[src/design/sst_pkg.sv]
// ----------------------------------------------------------------------------
// Sorted set table package
// Request and response payloads, cell control and neighbor link types, and
// the operation and status codes shared by the table and its cells.
// ----------------------------------------------------------------------------
package sst_pkg;

	localparam logic [1:0] REQ_INSERT = 2'd0;
	localparam logic [1:0] REQ_DELETE = 2'd1;
	localparam logic [1:0] REQ_LOOKUP = 2'd2;

	localparam logic STAT_DONE = 1'b0;
	localparam logic STAT_FULL = 1'b1;

	typedef struct packed {
		logic [1:0]         req_type;
		logic signed [31:0] value;
	} req_t;

	typedef struct packed {
		logic       found;
		logic [4:0] position;
		logic [4:0] count;
		logic       status;
	} rsp_t;

	typedef struct packed {
		logic               cmp_en;
		logic               ins_en;
		logic               del_en;
		logic signed [31:0] value;
	} cmd_t;

	typedef struct packed {
		logic signed [31:0] entry;
		logic               occ;
		logic               lt;
	} link_t;

endpackage

[src/design/sst_cell.sv]
// ----------------------------------------------------------------------------
// Sorted set table cell
// Holds one entry with its occupied flag. Compares the entry against the
// request value, then keeps it, takes the new value, or takes a neighbor's
// entry when the row shifts up on insert or down on delete.
// ----------------------------------------------------------------------------
module sst_cell (
	input  logic          clk,
	input  logic          arst_n,
	input  sst_pkg::cmd_t  cmd,
	input  sst_pkg::link_t left,
	input  sst_pkg::link_t right,
	output sst_pkg::link_t link,
	output logic          eq
);
	import sst_pkg::*;

	logic signed [31:0] entry_q;
	logic               occ_q;
	logic               lt_q;
	logic               eq_q;

	always_ff @(posedge clk or negedge arst_n) begin
		if (!arst_n) begin
			occ_q <= 1'b0;
			lt_q  <= 1'b0;
			eq_q  <= 1'b0;
		end else if (cmd.cmp_en) begin
			lt_q <= occ_q && (entry_q < cmd.value);
			eq_q <= occ_q && (entry_q == cmd.value);
		end else if (cmd.ins_en && !lt_q) begin
			occ_q <= left.occ;
		end else if (cmd.del_en && !lt_q) begin
			occ_q <= right.occ;
		end
	end

	always_ff @(posedge clk) begin
		if (cmd.ins_en && !lt_q) begin
			entry_q <= left.lt ? cmd.value : left.entry;
		end else if (cmd.del_en && !lt_q) begin
			entry_q <= right.entry;
		end
	end

	assign link = '{entry: entry_q, occ: occ_q, lt: lt_q};
	assign eq   = eq_q;

endmodule

[src/design/sorted_set_table.sv]
// ----------------------------------------------------------------------------
// Sorted set table
// Keeps up to CAPACITY distinct signed values in ascending order in a row of
// cells. Each request inserts, deletes or looks up one value.
// ----------------------------------------------------------------------------
//  channel  direction  payload  handshake
//  req      in         req_t    req_valid / req_ready
//  rsp      out        rsp_t    rsp_valid / rsp_ready
//
// A request is accepted, then compared in every cell, then the row shifts
// and the response register loads. The next request is accepted while
// a response still waits. A stalled response holds the update cycle, so the
// row changes only when the response register can take the result.
// Reset empties the table at once; no clearing pass is needed.
// ----------------------------------------------------------------------------
module sorted_set_table #(
	parameter int CAPACITY = 16
) (
	input  logic         clk,
	input  logic         arst_n,
	input  logic         req_valid,
	output logic         req_ready,
	input  sst_pkg::req_t req,
	output logic         rsp_valid,
	input  logic         rsp_ready,
	output sst_pkg::rsp_t rsp
);
	import sst_pkg::*;

	localparam int PW = $clog2(CAPACITY + 1);
	localparam int IW = (CAPACITY > 1) ? $clog2(CAPACITY) : 1;

	localparam logic [1:0] ST_IDLE = 2'd0;
	localparam logic [1:0] ST_CMP  = 2'd1;
	localparam logic [1:0] ST_UPD  = 2'd2;

	logic [1:0]          state_q;
	req_t                req_q;
	rsp_t                rsp_q;
	logic                rsp_valid_q;
	logic [PW-1:0]       fill_q;
	logic [PW-1:0]       fill_next;
	logic [PW-1:0]       pos;
	logic [CAPACITY-1:0] lt_vec;
	logic [CAPACITY-1:0] eq_vec;
	link_t               links [CAPACITY];
	cmd_t                cmd;
	logic                upd_fire;
	logic                found;
	logic                full;
	logic                ins_go;
	logic                del_go;
	logic                status;

	function automatic logic [PW-1:0] therm_count(input logic [CAPACITY-1:0] t);
		logic [PW-1:0] p;
		logic [PW:0]   cand;
		logic [IW-1:0] idx;
		p = '0;
		for (int b = PW - 1; b >= 0; b--) begin
			cand = {1'b0, p} | ((PW + 1)'(1) << b);
			idx  = IW'(cand - (PW + 1)'(1));
			if (cand <= (PW + 1)'(CAPACITY)) begin
				if (t[idx]) begin
					p = cand[PW-1:0];
				end
			end
		end
		return p;
	endfunction

	genvar gi;
	generate
		for (gi = 0; gi < CAPACITY; gi++) begin : g_cell
			link_t left_l;
			link_t right_l;
			if (gi == 0) begin : g_first
				assign left_l = '{entry: '0, occ: 1'b1, lt: 1'b1};
			end else begin : g_mid_l
				assign left_l = links[gi-1];
			end
			if (gi == CAPACITY - 1) begin : g_last
				assign right_l = '{entry: '0, occ: 1'b0, lt: 1'b0};
			end else begin : g_mid_r
				assign right_l = links[gi+1];
			end
			sst_cell u_cell (
				.clk    (clk),
				.arst_n (arst_n),
				.cmd    (cmd),
				.left   (left_l),
				.right  (right_l),
				.link   (links[gi]),
				.eq     (eq_vec[gi])
			);
			assign lt_vec[gi] = links[gi].lt;
		end
	endgenerate

	assign req_ready = (state_q == ST_IDLE);
	assign upd_fire  = (state_q == ST_UPD) && (!rsp_valid_q || rsp_ready);
	assign found     = |eq_vec;
	assign pos       = therm_count(lt_vec);
	assign full      = (fill_q == PW'(CAPACITY));
	assign ins_go    = upd_fire && (req_q.req_type == REQ_INSERT) && !full && !found;
	assign del_go    = upd_fire && (req_q.req_type == REQ_DELETE) && found;
	assign status    = ((req_q.req_type == REQ_INSERT) && full) ? STAT_FULL : STAT_DONE;

	always_comb begin
		fill_next = fill_q;
		if (ins_go) begin
			fill_next = fill_q + PW'(1);
		end else if (del_go) begin
			fill_next = fill_q - PW'(1);
		end
	end

	assign cmd = '{cmp_en: (state_q == ST_CMP), ins_en: ins_go, del_en: del_go,
		value: req_q.value};

	always_ff @(posedge clk or negedge arst_n) begin
		if (!arst_n) begin
			state_q     <= ST_IDLE;
			fill_q      <= '0;
			rsp_valid_q <= 1'b0;
		end else begin
			case (state_q)
				ST_IDLE: begin
					if (req_valid) begin
						state_q <= ST_CMP;
					end
				end
				ST_CMP: begin
					state_q <= ST_UPD;
				end
				ST_UPD: begin
					if (upd_fire) begin
						state_q <= ST_IDLE;
					end
				end
				default: begin
					state_q <= ST_IDLE;
				end
			endcase
			fill_q <= fill_next;
			if (upd_fire) begin
				rsp_valid_q <= 1'b1;
			end else if (rsp_ready) begin
				rsp_valid_q <= 1'b0;
			end
		end
	end

	always_ff @(posedge clk) begin
		if (req_valid && req_ready) begin
			req_q <= req;
		end
		if (upd_fire) begin
			rsp_q <= '{found: found, position: 5'(pos), count: 5'(fill_next),
				status: status};
		end
	end

	assign rsp_valid = rsp_valid_q;
	assign rsp       = rsp_q;

endmodule

[config.mk]
export PLATFORM = sky130hd
export DESIGN_NAME = sorted_set_table
export DESIGN_NICKNAME = d
export VERILOG_FILES = /design/src/design/sst_pkg.sv /design/src/design/sst_cell.sv /design/src/design/sorted_set_table.sv
export SDC_FILE = /design/constraint.sdc
export NUM_CORES = 2
export LEC_CHECK = 0
export BUFFER_PORTS_ARGS = -buffer_cell sky130_fd_sc_hd__clkbuf_2
export CORE_MARGIN = 2
export CORE_UTILIZATION = 33
export CTS_BUF_LIST = sky130_fd_sc_hd__clkbuf_4 sky130_fd_sc_hd__clkbuf_8 sky130_fd_sc_hd__clkbuf_16
export DETAILED_ROUTE_END_ITERATION = 7
export PLACE_DENSITY = 0.57
export SYNTH_ARGS = -nofsm -noshare
export SYNTH_HDL_FRONTEND = slang
export SYNTH_SLANG_ARGS = --single-unit
[constraint.sdc]
create_clock -name clk -period 9.2 [get_ports clk]
set_input_delay 1.38 -clock clk [delete_from_list [all_inputs] [get_ports clk]]
set_output_delay 1.38 -clock clk [all_outputs]
set_load 0.01 [all_outputs]
## Word-level counts from Yosys, hierarchy flattened

Index checks and enable logic that the tools add are counted.

- Register bits after elaboration: 614
- Bits of input ports: 38
- Logic and storage cells: 359

- Add/sub/neg operators: 6
- Order comparisons: 24
- Eq/ne operators: 22
- Multiplexer cells: 104
- Bitwise logic cells: 1
- Reduce and logical (&&, ||, !) cells: 129

Operators with widths:

| kind | number |
|---|---|
| 32-bit 2-to-1 mux | 47 |
| 32-bit == test | 16 |
| 32-bit less-than comparator | 16 |
| 1-bit logical AND | 72 |
| 1-bit 2-to-1 mux | 41 |
| 2-bit AND reduction | 17 |
| 2-bit nonzero test | 17 |
| 5-bit <= comparator, second input constant | 4 |
| 4-bit by 5-bit less-than comparator with 1-bit output, second input constant | 4 |
| 1-bit logical NOT | 19 |
| 1-bit binary-select mux with 4-bit select | 4 |
| 16-bit OR reduction | 1 |
| 4-bit by 1-bit subtractor with 4-bit output, second input constant | 4 |
| 5-bit 2-to-1 mux | 3 |
| 2-bit 2-to-1 mux | 4 |
| 4-bit 2-to-1 mux | 2 |
| 3-bit 2-to-1 mux | 2 |
| 2-bit case mux with 3 select lines | 1 |
| 5-bit by 1-bit adder with 5-bit output, second input constant | 1 |
| 5-bit == test, second input constant | 1 |
| 5-bit by 1-bit subtractor with 5-bit output, second input constant | 1 |
| 2-bit by 1-bit == test with 1-bit output, second input constant | 2 |
| 2-bit logical NOT | 2 |
| 2-bit inequality test, second input constant | 2 |
| 3 further kinds | 3 |

## Depth between registers and ports, before layout

- Word-level depth: 21
- Depth in mapped cells: 11
- Gate-level depth less buffers: 8

## Cells and area by module

From an unflattened synthesis, not the netlist that was laid out.

- Cell total of the unflattened synthesis: 4504
- Area, all modules: 43565.5 µm²

By module, submodules not included:

| module | instances | cells an instance | area an instance (µm²) | seq. area each (µm²) |
|---|---|---|---|---|
| sst_cell | 16 | 274 | 2590.0 | 1036.0 |
| sorted_set_table | 1 | 120 | 2125.8 | 1581.5 |

## Least setup slack after synthesis

OpenSTA, ideal clock, no wires.

- Path type: input to register
- From: input rsp_ready
- To: register g_cell[10].u_cell.entry_q[0] (enable)
- Setup time: 0.423 ns
- Arrival: 4.616 ns
- Required time: 8.777 ns
- Path slack: 4.161 ns
- Stages on the path: 8
- Cells stage by stage: nand2b_1 nor2b_1 or4b_1 buf_4 and2_1 buf_6 buf_6 nor2_1

- Word-level cells in the longest chain between the ends: 7
- Elaborated cells on any way between the ends: 10
- Classes of those cells: 10 x reduce/logical

Ends and longest elaborated chain:

| item | RTL line | source |
|---|---|---|
| start: declaration | sorted_set_table.sv:25 | `input logic rsp_ready,` |
| 1-bit logical OR (*) | sorted_set_table.sv:101 | `assign upd_fire = (state_q == ST_UPD) && (!rsp_valid_q \|\| rsp_ready);` |
| 1-bit logical AND (*) | sorted_set_table.sv:101 |  |
| net upd_fire | sorted_set_table.sv:48 | `logic upd_fire;` |
| 1-bit logical AND (3 in a row) | sorted_set_table.sv:105 | `assign ins_go = upd_fire && (req_q.req_type == REQ_INSERT) && !full && !found;` |
| 1-bit logical AND | sst_cell.sv:39 | `if (cmd.ins_en && !lt_q) begin` |
| 2-bit nonzero test (no line) (*) | -- |  |
| end signal: assignment | sst_cell.sv:40 | `entry_q <= left.lt ? cmd.value : left.entry;` |
| end signal: assignment | sst_cell.sv:42 | `entry_q <= right.entry;` |
| end: declaration | sst_cell.sv:18 | `logic signed [31:0] entry_q;` |

Mark *: on every way through the listed nets, which the timed path passes. The rest lies on a longest branch.
A chain may end at the register's enable or synchronous reset.

## Final worst setup path

- From: register g_cell[0].u_cell.eq_q
- To: register g_cell[0].u_cell.entry_q[24], data pin

- Word-level cells in the longest chain between the ends: 5

Ends and longest elaborated chain:

| item | RTL line | source |
|---|---|---|
| start: declaration | sst_cell.sv:21 | `logic eq_q;` |
| start signal: assignment | sst_cell.sv:30 | `eq_q <= occ_q && (entry_q == cmd.value);` |
| 16-bit OR reduction | sorted_set_table.sv:102 | `assign found = \|eq_vec;` |
| net found | sorted_set_table.sv:49 | `logic found;` |
| 1-bit logical NOT | sorted_set_table.sv:105 |  |
| 1-bit logical AND | sorted_set_table.sv:105 |  |
| 1-bit logical AND | sst_cell.sv:39 |  |
| 32-bit 2-to-1 mux | sst_cell.sv:39 |  |
| end signal: assignment | sst_cell.sv:40 |  |
| end signal: assignment | sst_cell.sv:42 |  |
| end: declaration | sst_cell.sv:18 |  |

The timed path passes the listed nets, and every way through them passes these cells.

==> results.py <==
metrics = {
    "place": {
        "dp.final_hpwl_microns": 87250,
        "gp_congestion": 0.7955,
        "io_buffers": 51,
    },
    "hold_path": {
        "hp-start": "g_cell[3].u_cell.eq",
        "holdPathStages": 2,
        "hold_end": "g_cell[3].u_cell.eq",
        "min_path_type": "flop to flop",
    },
    "worst_setup_path": {
        "reg2reg_depth": 6,
        "path_class": "flop to flop",
        "end_kind": "flop",
        "crit_arrival_ns": 4.89,
        "cp_max_fo": 33,
        "r2r_start": "g_cell[0].u_cell.eq",
        "required_ns": 9.59,
        "rr_endpoint": "g_cell[0].u_cell.entry_q[24]",
        "r2r_slack_ns": 4.70,
        "worst_setup_path_start_kind": "flop",
    },
    "synth": {
        "synthTopCellsByArea": "edfxtp_1, ha_1, mux2i_1, a21oi_1, nor2_1",
        "synthArstFlopShare_pct": 9.121,
        "ys_ff_latch": 614,
        "yosysTopAreaCell": "edfxtp_1",
        "syn-num-nets": 4403,
        "yosysUniqueCellTypes": 61,
        "ys.flop_type": "edfxtp_1",
        "syn_avg_cell_area_sq_um": 10.67,
        "synth_top_area_share_pct": 40.78,
        "ys_warn_count": 0,
        "syn_area_sq_mm": 0.04109,
        "syn_inst": 3851,
        "synth_edf_count": 558,
        "synth-seq-area-share_pct": 44.19,
    },
    "die": {
        "start_util_pct": 33.23,
        "pin_count": 52,
        "dieArea_sq_mm": 0.1273,
        "die_h_microns": 356.9,
        "core_sq_mm": 0.1236,
        "row_count": 129,
        "die_x_microns": 356.9,
    },
    "power_and_ir_drop": {
        "ir_drop_v": 0.0001450,
        "p_per_area_mw_per_mm2": 213.7,
        "p_leak_uw": 0.01726,
        "finalPower_uw": 9736,
    },
    "global_route": {
        "track_usage_pct": 17.98,
        "grt_max_degree": 65,
        "grt_pass1_vias": 31110,
        "antenna_found_initial": 3,
        "overflow": 0,
        "grt_pass1_wl_microns": 179400,
    },
    "cts": {
        "post-cts-setup-buffers": 0,
        "clock_tree.root_cell": "clkbuf_16",
        "cts.reportedPaths.clkPinSlew_ns": 0.06,
        "ctsLongestPathBuffers": 3,
        "cts_tree": "done",
        "worstSkewPairLatency_ns": 0.66,
        "cts_made_buffers": 76,
        "cts_resized": 0,
        "numClockSinks": 614,
        "htreeDepth": 3,
        "postCtsHoldBufs": 0,
    },
    "route": {
        "drt_iter0_markers": 1963,
        "routed_via_density": 5.464,
        "dr_total_vias": 30200,
        "wl_per_cell_microns": 20.95,
        "drcViolationCount": 0,
        "finalWirelength_microns": 115800,
        "dr.pass1.iters": 5,
        "ant_nets": 0,
    },
    "timing": {
        "setup_viol": 0,
        "post-route-period-util_pct": 48.94,
        "rsz0062_at_grt": "false",
        "hold_viol": 0,
        "relSlewSlack_pct": 20.92,
        "drv_slew": 0,
        "fmax_ghz": 0.2221,
        "finalCriticalPeriod_ns": 4.502,
        "fin_worst_skew_ns": 0.03259,
        "tns_ns": 0,
        "tightest_slew_ns": 1.183,
    },
    "final_layout": {
        "antenna_cells": 0,
        "layout_commonest_cell": "a21oi_1",
        "final_cell_mix": "a21oi_1, edfxtp_1, nor2_1",
        "nets": 4380,
        "synthToLayoutAreaGrowth_pct": 10.88,
        "n_fill_cell": 12370,
        "drive_above_1_share_pct": 8.974,
    },
    "run_status": {
        "status": "complete, no violations",
    },
    "job": {
        "max_cap_viol_count": 0,
    },
}
[worst max-delay path, stage by stage (launching register included)]
cell and delay [ns]:
dfrtp_1 0.40, nor4_1 0.81, nand4_1 0.43, or4b_4 0.85, buf_4 0.39, nor2_4 0.89, mux2_2 0.43
[power by group]
| part | switching, uW | total, uW | leakage, uW | internal, uW |
|---|---|---|---|---|
| clock network | 1260 | 3110 | 0.00129 | 1850 |
| logic | 1820 | 2990 | 0.0102 | 1170 |
| registers | 266 | 3640 | 0.00575 | 3380 |
| total | 3340 | 9740 | 0.0173 | 6390 |
[flip-flops by register name (all words and copies together), names as in the netlist]
| register | cells |
|---|---|
| cmd | 32 |
| g_cell.u_cell.entry_q | 512 |
| state_q | 2 |
| g_cell.u_cell.lt_q | 16 |
| g_cell.u_cell.occ_q | 16 |
| g_cell.u_cell.eq | 16 |
| fill_q | 5 |
| rsp_valid | 1 |
| req_q | 2 |
| rsp | 12 |
[logic make-up (layout without fill, tap and decap cells)]
family,count (synthesis),after routing,share of synthesized area [%]
AND/OR/NAND/NOR,1029,1029,11.57
XOR/XNOR,4,4,0.08528
adder cells (fa/ha/maj),514,514,15.65
buffers and inverters,290,328,3.368
flip-flops,614,614,44.19
AO/OA/AOI/OAI,882,882,12.39
multiplexers,518,518,12.74
[how the worst max path moves through the flow]
stage	startpoint	end	slack, ns
floorplan	rsp_ready	g_cell[10].u_cell.entry_q[0]	4.16
global placement	rsp_ready	g_cell[1].u_cell.entry_q[26]	4.51
detailed placement	rsp_ready	g_cell[1].u_cell.entry_q[24]	4.46
CTS	g_cell[0].u_cell.eq	g_cell[1].u_cell.entry_q[15]	4.72
global route	g_cell[0].u_cell.eq	g_cell[0].u_cell.entry_q[24]	4.62
finish	g_cell[0].u_cell.eq	g_cell[0].u_cell.entry_q[24]	4.70
[per-layer routing]
metal  wire length [microns]  track usage [%]  up-vias
met1                   51910            23.33    14900
met4                    3000            5.395        6
met3                    4561            2.459      187
met2                   56270            31.03      549
met5                      34                0        -
li1                        -                -    14550
[metrics by stage]
step / cells / utilization [%] / area (sq um) / setup WS, ns / hold WS, ns
after floorplan: 3851 / - / 41090 / 4.161 / 0.4240
after global placement: 5387 / 34.78 / 43000 / 4.510 / 0.4645
after detailed placement: 5387 / 34.78 / 43000 / 4.459 / 0.4659
after CTS: 5526 / 36.85 / 45560 / 4.720 / 0.4852
after global routing: 5526 / 36.85 / 45560 / 4.624 / 0.5018
final: 5526 / 36.85 / 45560 / 4.698 / 0.4780
[area by class of cell]
class	instances	area, sq um	area share (%)
timing repair buffer	132	865.8	1.901
clock buffer	106	2212	4.856
inverter	57	214.0	0.4696
tap	1637	2048	4.496
clock inverter	33	342.8	0.7525
sequential	614	18180	39.90
multi-input combinational	2947	21700	47.63
[cells in the mapped netlist (all sizes together) (5+ instances only)]
| master | instances |
|---|---|
| nand2 | 145 |
| o22a | 27 |
| and2 | 9 |
| edfxtp | 558 |
| nand4b | 11 |
| o211ai | 21 |
| o21ai | 42 |
| nand4 | 102 |
| clkbuf | 129 |
| a31oi | 6 |
| nor2b | 21 |
| nor3 | 24 |
| a221o | 20 |
| ha | 514 |
| nor4 | 10 |
| o21a | 9 |
| inv | 57 |
| buf | 104 |
| nand3 | 104 |
| dfrtp | 56 |
| mux2 | 31 |
| and4 | 8 |
| a211o | 13 |
| o311a | 5 |
| mux2i | 486 |
| a21boi | 8 |
| a211oi | 17 |
| a21oi | 642 |
| or3 | 10 |
| a21o | 34 |
| or4 | 9 |
| o41ai | 5 |
| a221oi | 9 |
| a2111o | 11 |
| nor2 | 563 |
No activity file was read; power rests on OpenSTA's default activity.
